## config.mk

```make
export PLATFORM = sky130hd
export DESIGN_NAME = pva_front
export DESIGN_NICKNAME = d
export VERILOG_FILES = /design/src/hdl/pva_pkg.sv /design/src/hdl/pva_front.sv
export SDC_FILE = /design/constraint.sdc
export NUM_CORES = 1
export LEC_CHECK = 0
export BUFFER_PORTS_ARGS = -buffer_cell sky130_fd_sc_hd__buf_2
export CORE_MARGIN = 1.5
export CORE_UTILIZATION = 30
export DETAILED_ROUTE_END_ITERATION = 8
export HOLD_SLACK_MARGIN = 0.1
export REMOVE_ABC_BUFFERS = 1
export SYNTH_ARGS = -nofsm -noshare
export SYNTH_HDL_FRONTEND = slang
export SYNTH_SLANG_ARGS = --single-unit
```

## constraint.sdc

```tcl
create_clock -name clock -period 2.03 [get_ports clock]
set_clock_uncertainty 0.15 [all_clocks]
set_input_delay 0.1015 -clock clock [delete_from_list [all_inputs] [get_ports clock]]
set_output_delay 0.1015 -clock clock [all_outputs]
set_load 0.05 [all_outputs]
```

## src/hdl/pva_pkg.sv

```systemverilog
package pva_pkg;

   localparam int unsigned NOTE_W = 7;
   localparam int unsigned VEL_W  = 7;
   localparam int unsigned AGE_W  = 32;
   localparam int unsigned SR_W   = 24;
   localparam int unsigned FREQ_W = 24;
   localparam int unsigned LVL_W  = 16;

   localparam logic [1:0] OP_NOTE_ON      = 2'd0;
   localparam logic [1:0] OP_NOTE_RELEASE = 2'd1;
   localparam logic [1:0] OP_TICK         = 2'd2;

   localparam logic [1:0] CSR_RELEASE_SAMPLES = 2'd0;
   localparam logic [1:0] CSR_RELEASE_RECIP   = 2'd1;
   localparam logic [1:0] CSR_SAMPLE_PERIOD   = 2'd2;

   localparam logic [31:0] SAMPLE_PERIOD_RESET = 32'd89478;

   typedef struct packed {
      logic [1:0]        op;
      logic [NOTE_W-1:0] note;
      logic [VEL_W-1:0]  velocity;
   } cmd_type;

   typedef struct packed {
      logic [LVL_W-1:0] decay;
      logic [LVL_W-1:0] level;
      logic [31:0]      runtime;
      logic [FREQ_W-1:0] frequency;
      logic [NOTE_W-1:0] voice_note;
      logic             voice_valid;
      logic             is_released;
      logic             dropped;
      logic             last;
   } rsp_type;

   // Octave-4 pitch table, notes 60..71, Q.20 hertz.
   function automatic logic [31:0] octave4_q20(input logic [3:0] idx);
      logic [31:0] v;
      case (idx)
         4'd0:  v = 32'd274334289;
         4'd1:  v = 32'd290647055;
         4'd2:  v = 32'd307929828;
         4'd3:  v = 32'd326240288;
         4'd4:  v = 32'd345639545;
         4'd5:  v = 32'd366192342;
         4'd6:  v = 32'd387967272;
         4'd7:  v = 32'd411037006;
         4'd8:  v = 32'd435478539;
         4'd9:  v = 32'd461373440;
         4'd10: v = 32'd488808132;
         4'd11: v = 32'd517874177;
         default: v = 32'd0;
      endcase
      return v;
   endfunction

   // Equal-tempered frequency of a note, Q14.10, rounded half up.
   function automatic logic [FREQ_W-1:0] note_frequency(input logic [NOTE_W-1:0] n);
      logic [12:0] q;
      logic [3:0]  oct;
      logic [3:0]  pc;
      logic [3:0]  sh;
      logic [32:0] sum;
      // The octave is n / 12, taken as (n * 43) >> 9, which is exact for every note.
      q   = 13'(n) * 13'd43;
      oct = q[12:9];
      pc  = 4'(n - 7'(oct) * 7'd12);
      sh  = 4'd15 - oct;
      sum = {1'b0, octave4_q20(pc)} + (33'd1 << (sh - 4'd1));
      return FREQ_W'(sum >> sh);
   endfunction

   // round(v * 32768 / 127); the division by 127 is a multiplication by
   // ceil(2^29 / 127) and a shift, exact over the whole velocity range.
   function automatic logic [LVL_W-1:0] vel_level(input logic [VEL_W-1:0] v);
      logic [22:0] p;
      logic [45:0] prod;
      p    = ({16'd0, v} << 15) + 23'd63;
      prod = {23'd0, p} * 46'd4227331;
      return LVL_W'(prod >> 29);
   endfunction

endpackage

```

## src/hdl/pva_front.sv

```systemverilog
module pva_front (
   input  logic             clock,
   input  logic             reset,
   input  logic             req_tvalid,
   output logic             req_tready,
   input  logic [1:0]       req_tuser,
   input  logic [15:0]      req_tdata,
   output logic             q_valid,
   input  logic             q_ready,
   output pva_pkg::cmd_type q_cmd
);
   import pva_pkg::*;

   // Two-entry queue; unknown ops are dropped here and never reach the back end.
   cmd_type   mem_ff [2];
   logic      wp_ff, wp_in, rp_ff, rp_in;
   logic [1:0] cnt_ff, cnt_in;
   logic      push, pop;
   cmd_type   cmd;

   always_comb begin
      cmd.op       = req_tuser;
      cmd.note     = req_tdata[NOTE_W-1:0];
      cmd.velocity = req_tdata[8 +: VEL_W];
   end

   assign req_tready = (cnt_ff != 2'd2);
   assign push  = req_tvalid && req_tready && (req_tuser != 2'd3);
   assign pop   = q_valid && q_ready;
   assign q_valid = (cnt_ff != 2'd0);
   assign q_cmd   = mem_ff[rp_ff];

   always_comb begin
      wp_in  = push ? ~wp_ff : wp_ff;
      rp_in  = pop ? ~rp_ff : rp_ff;
      cnt_in = cnt_ff + {1'b0, push} - {1'b0, pop};
   end

   always_ff @(posedge clock) begin
      if (push) begin
         mem_ff[wp_ff] <= cmd;
      end
      if (reset) begin
         wp_ff  <= 1'b0;
         rp_ff  <= 1'b0;
         cnt_ff <= 2'd0;
      end else begin
         wp_ff  <= wp_in;
         rp_ff  <= rp_in;
         cnt_ff <= cnt_in;
      end
   end

   a_no_overflow: assert property (@(posedge clock) disable iff (reset)
      cnt_ff == 2'd2 |-> !push) else $error("queue overflow");
   a_count_range: assert property (@(posedge clock) disable iff (reset)
      cnt_ff != 2'd3) else $error("queue count out of range");
   a_pop_nonempty: assert property (@(posedge clock) disable iff (reset)
      pop |-> cnt_ff != 2'd0) else $error("pop from empty queue");

endmodule

```

; ---- Yosys cells after proc, flatten, opt, wreduce, memory -nomap -nowiden
; Memory sizes are Yosys's and may differ from the RTL's. A register that Yosys moved wholly into a read port is not among the register bits.
; Index checks and enable logic that the tools add are counted.
[totals]
rom_bits = 0
ram_bits = 32
output_inout_bits = 18
latch_bits = 0
regBits = 4
n_memories = 1
in_bits = 22
word_cells = 18
[mem_list]
columns = name, words, word_bits, rd, rd_ports_with_merged_regs, write_ports, line_no
row1 = mem_ff, 2, 16, 1, 1, 1, pva_front.sv:15  ; cmd_type mem_ff [2];
[classes]
n_lt_le_gt_ge = 0
n_div = 0
bitwise_logic = 2
n_mul = 0
shift = 0
add_sub_neg = 2
n_eq_ne = 2
muxes = 4
reduce_logical = 4
[ops]
columns = operator, count
row1 = 2-to-1 mux 1 bit, 4
row2 = != test 2 bit (second input constant), 2
row3 = logical AND 1 bit, 3
row4 = adder 2 x 1 -> 2 bit, 1
row5 = inverter 1 bit, 2
row6 = nonzero test 2 bit, 1
row7 = subtractor 2 x 1 -> 2 bit, 1

; ---- Longest topological paths before layout
[depth]
ltp_word = 5
ltp_mapped = 8
depth_no_buf = 8

; ---- Worst setup path before layout
; OpenSTA, ideal clock, no wires.
[synth_path]
kind = reg2reg
start = reg cnt_ff[0]
end = mem mem_ff[1][0] (netlist name) (enable)
synth_period_minus_slack_ps = 1941
setup_time_ps = 388
stages_incl_launch_ff = 4
path_buffers = 0
arrival_ps = 1402
path_slack_ps = 89
t_required_ps = 1492
path_cell_list = dfxtp_1 nand2b_4 nand3_4 nor2_1
[synth_between]
elab_chain_len = 5
[synth_lines]
columns = element, line_no
row1 = from (decl), pva_front.sv:17  ; logic [1:0] cnt_ff, cnt_in;
row2 = from (signal assigned), pva_front.sv:50  ; cnt_ff <= cnt_in;
row3 = != test 2 bit, pva_front.sv:27  ; assign req_tready = (cnt_ff != 2'd2);
row4 = net req_tready, pva_front.sv:5  ; output logic req_tready,
row5 = logical AND 1 bit (2 in a row), pva_front.sv:28  ; assign push = req_tvalid && req_tready && (req_tuser != 2'd3);
row6 = 2-to-1 mux 1 bit, pva_front.sv:40  ; if (push) begin
row7 = 2-to-1 mux 1 bit (not written as such), pva_front.sv:41  ; mem_ff[wp_ff] <= cmd;
row8 = to (decl), pva_front.sv:15
; The timed path passes the listed nets, and every way through them passes these cells.

; ---- Worst setup path after layout
[layout_path]
start = in req_tuser[0]
end = reg cnt_ff[1]
[layout_between]
elab_chain_len = 4
[layout_lines]
columns = element, line_no
row1 = from (decl), pva_front.sv:6  ; input logic [1:0] req_tuser,
row2 = != test 2 bit, pva_front.sv:28
row3 = logical AND 1 bit, pva_front.sv:28
row4 = adder 2 x 1 -> 2 bit, pva_front.sv:36  ; cnt_in = cnt_ff + {1'b0, push} - {1'b0, pop};
row5 = subtractor 2 x 1 -> 2 bit, pva_front.sv:36
; No other way between the ends.
; A chain may end at the register's enable or synchronous reset.

==> flow_metrics.py <==
metrics = {
    "worst_setup_path": {
        "cp-start-kind": "primary input",
        "crit_chain": "dlygate4sd3_1, buf_2, nand2_1, nand3_4, ha_1, inv_1, ha_1, xor2_1, and2_1, nor3_1",
        "path_class": "in -> reg",
        "max_stage_delay_ns": 0.53,
        "slowest_stage": "dlygate4sd3_1",
        "crit_path_frequent_cell": "ha_1",
        "crit_family": "buffers and inverters",
        "crit_required_ns": 2.08,
        "worstPathArrival_ns": 1.90,
        "cp_num_buf_inv": 3,
        "critPathCaptureType": "flop",
        "reg2reg_slack_ns": 0.25,
        "cp_max_fo": 4,
    },
    "grt": {
        "grt.busiest_layer": "met2",
        "grt_pass1_vias": 870,
        "grt_antenna_before_repair": 0,
        "grt_max_degree": 17,
        "met2_usage": 0.175,
        "use_met3": 0.0497,
        "grt_pass1_wl_um": 3760,
        "grt.total_usage": 0.0977,
        "overflow": 0,
        "use_met1": 0.0976,
    },
    "final_layout": {
        "drive_above_1_share": 0.475,
        "finalNetCount": 165,
        "antenna_cells": 0,
        "finalNonFillerCells": 195,
        "syn2layout_area_growth_pct": 35.8,
        "design_area_um2": 1980,
    },
    "place": {
        "placed_area_um2": 1710,
        "io_buffers": 37,
        "dp_cells": 169,
        "hpwl_um": 1590,
        "place_congestion": 0.654,
    },
    "clock_network": {
        "cts_tree": "yes",
        "postCtsHoldBufs": 19,
        "cts_inserted_buffers": 5,
        "clkTransAtPathRegs_ns": 0.06,
        "cts.repair.resized": 0,
        "clk_path_buf_depth": 2,
        "clk_latency_ns": 0.27,
        "ctsRootBufferMaster": "clkbuf_8",
        "clock_sinks": 37,
        "post-cts-setup-buffer-count": 0,
        "htreeDepth": 2,
    },
    "routing": {
        "firstDrtPassIters": 2,
        "routedWlPerCell_um": 12.2,
        "vias": 832,
        "ant_nets": 0,
        "routed_via_density": 4.27,
        "drc": 0,
        "drt-total-wl_um": 2380,
        "drt_iter0_drc": 60,
    },
    "timing": {
        "rsz0062_at_grt": "false",
        "hold_viol": 0,
        "min_period_over_period": 0.912,
        "finalSetupTns_ns": 0,
        "finalSetupViolations": 0,
        "max_slew_margin": 0.823,
        "period_minus_slack_ns": 1.85,
        "timing.hold.ws_ns": 0.380,
        "worst_slew_pin_slew_ns": 0.266,
        "slew_violations": 0,
        "max_clock_freq_mhz": 540,
    },
    "synthesis": {
        "synthMuxAreaShare": 0.159,
        "synth_xor_area_frac": 0.0120,
        "ys_seq_area_frac": 0.727,
        "avgSynthCellArea_um2": 19.0,
        "netlist_area_um2": 1460,
        "ys_ff_latch": 37,
        "ys_types": 18,
        "syn_inst": 77,
        "synth_compound_area_frac": 0.00600,
        "synth_top_family_by_area": "multiplexers",
        "synth-simple-area-share": 0.0583,
        "synthAdderAreaFrac": 0.0171,
        "yosysWarnings": 0,
    },
    "floorplanning": {
        "io_pins": 40,
        "die_w_um": 72.8,
        "die-height_um": 72.8,
        "die_area_um2": 5290,
        "core.rowCount": 25,
        "core-area_um2": 4690,
        "initial_core_util": 0.311,
    },
    "worst_hold_path": {
        "hold_class": "reg -> reg",
    },
    "power": {
        "ir_worst_vdd_uv": 969,
        "leakagePower_uw": 0.000791,
        "p_per_area_nw_per_um2": 1300,
    },
    "flow_run": {
        "cap_violations": 0,
    },
    "outcome": {
        "status": "finished clean",
    },
}
-- kinds of logic (layout without fill, tap and decap cells) --
logic type,count (synthesis),count (layout)
compound gates,1,1
buf+inv,4,68
xor+xnor,2,2
mux,17,17
flops,37,37
simple gates,14,14
fa+ha+maj,2,2
-- worst paths after layout --
path	from	endpoint	depth (start not counted)
setup / recovery	req_tuser[0]	cnt_ff[1]	10
hold / removal	rp_ff	flop	2
hold reg to reg	rp_ff	flop	2
setup reg to reg	cnt_ff[0]	cnt_ff[1]	8
-- cell type report --
| type | count | area, µm² |
|---|---|---|
| clock inverters | 2 | 11.3 |
| flip-flops and latches | 37 | 1060 |
| fillers | 447 | 2710 |
| well taps | 54 | 67.6 |
| clock buffers | 5 | 68.8 |
| repair buffers | 59 | 398 |
| inverters | 2 | 7.51 |
| multi-input cells | 36 | 369 |
-- worst register-to-register path, cell delays in order, from the launching register on --
cell      delay (ns)
dfxtp_1         0.37
nand2b_4        0.16
nand3_4         0.09
ha_1            0.29
inv_1           0.04
ha_1            0.17
xor2_1          0.15
and2_1          0.16
nor3_1          0.12
-- flip-flops by register name, indices dropped and copies added, names as in the netlist, named ones only --
register / flops
mem_ff: 32
wp_ff: 1
rp_ff: 1
cnt_ff: 2
-- metrics by stage --
step | total power [µW] | worst slack (ns) | util
2_1_floorplan | 1900 | 0.0891 | -
3_3_place_gp | 2100 | 0.342 | 0.365
3_5_place_dp | 2130 | 0.255 | 0.365
4_1_cts | 2630 | 0.171 | 0.423
5_1_grt | 2730 | 0.0796 | 0.423
6_report | 2590 | 0.178 | 0.423
-- per-layer routing --
metal	wire, µm	up-vias
li1	-	411
met1	987	390
met2	1250	29
met3	142	2
met4	4	0
met5	0	-
-- cells in the final DEF, fill, tap and decap left out, types with 2 or more instances in the layout --
| cell | n |
|---|---|
| inv_1 | 2 |
| dlygate4sd3_1 | 19 |
| dfxtp_1 | 5 |
| ha_1 | 2 |
| mux2_4 | 11 |
| nor2_1 | 7 |
| clkbuf_8 | 5 |
| buf_2 | 37 |
| mux2_2 | 6 |
| buf_4 | 3 |
| edfxtp_1 | 32 |
-- cells in the mapped netlist --
cell,n,share of area
dfxtp_1,5,0.069
nor2_1,7,0.018
mux2_4,11,0.11
nor2b_1,1,0.0043
and2_1,1,0.0043
nand2_1,1,0.0026
nand2b_4,1,0.0094
xnor2_1,1,0.0060
ha_1,2,0.017
o21a_2,1,0.0060
nor3_1,1,0.0034
edfxtp_1,32,0.66
or2_2,1,0.0043
xor2_1,1,0.0060
mux2_2,6,0.046
nand3_4,1,0.012
buf_6,2,0.015
inv_1,2,0.0051
-- power by group --
part | total (µW) | switching (µW) | internal, µW
combinational | 1120 | 730 | 389
sequential | 1010 | 48.0 | 960
clock | 460 | 230 | 230
total | 2590 | 1010 | 1580
Power figures use the tool's default switching activity.
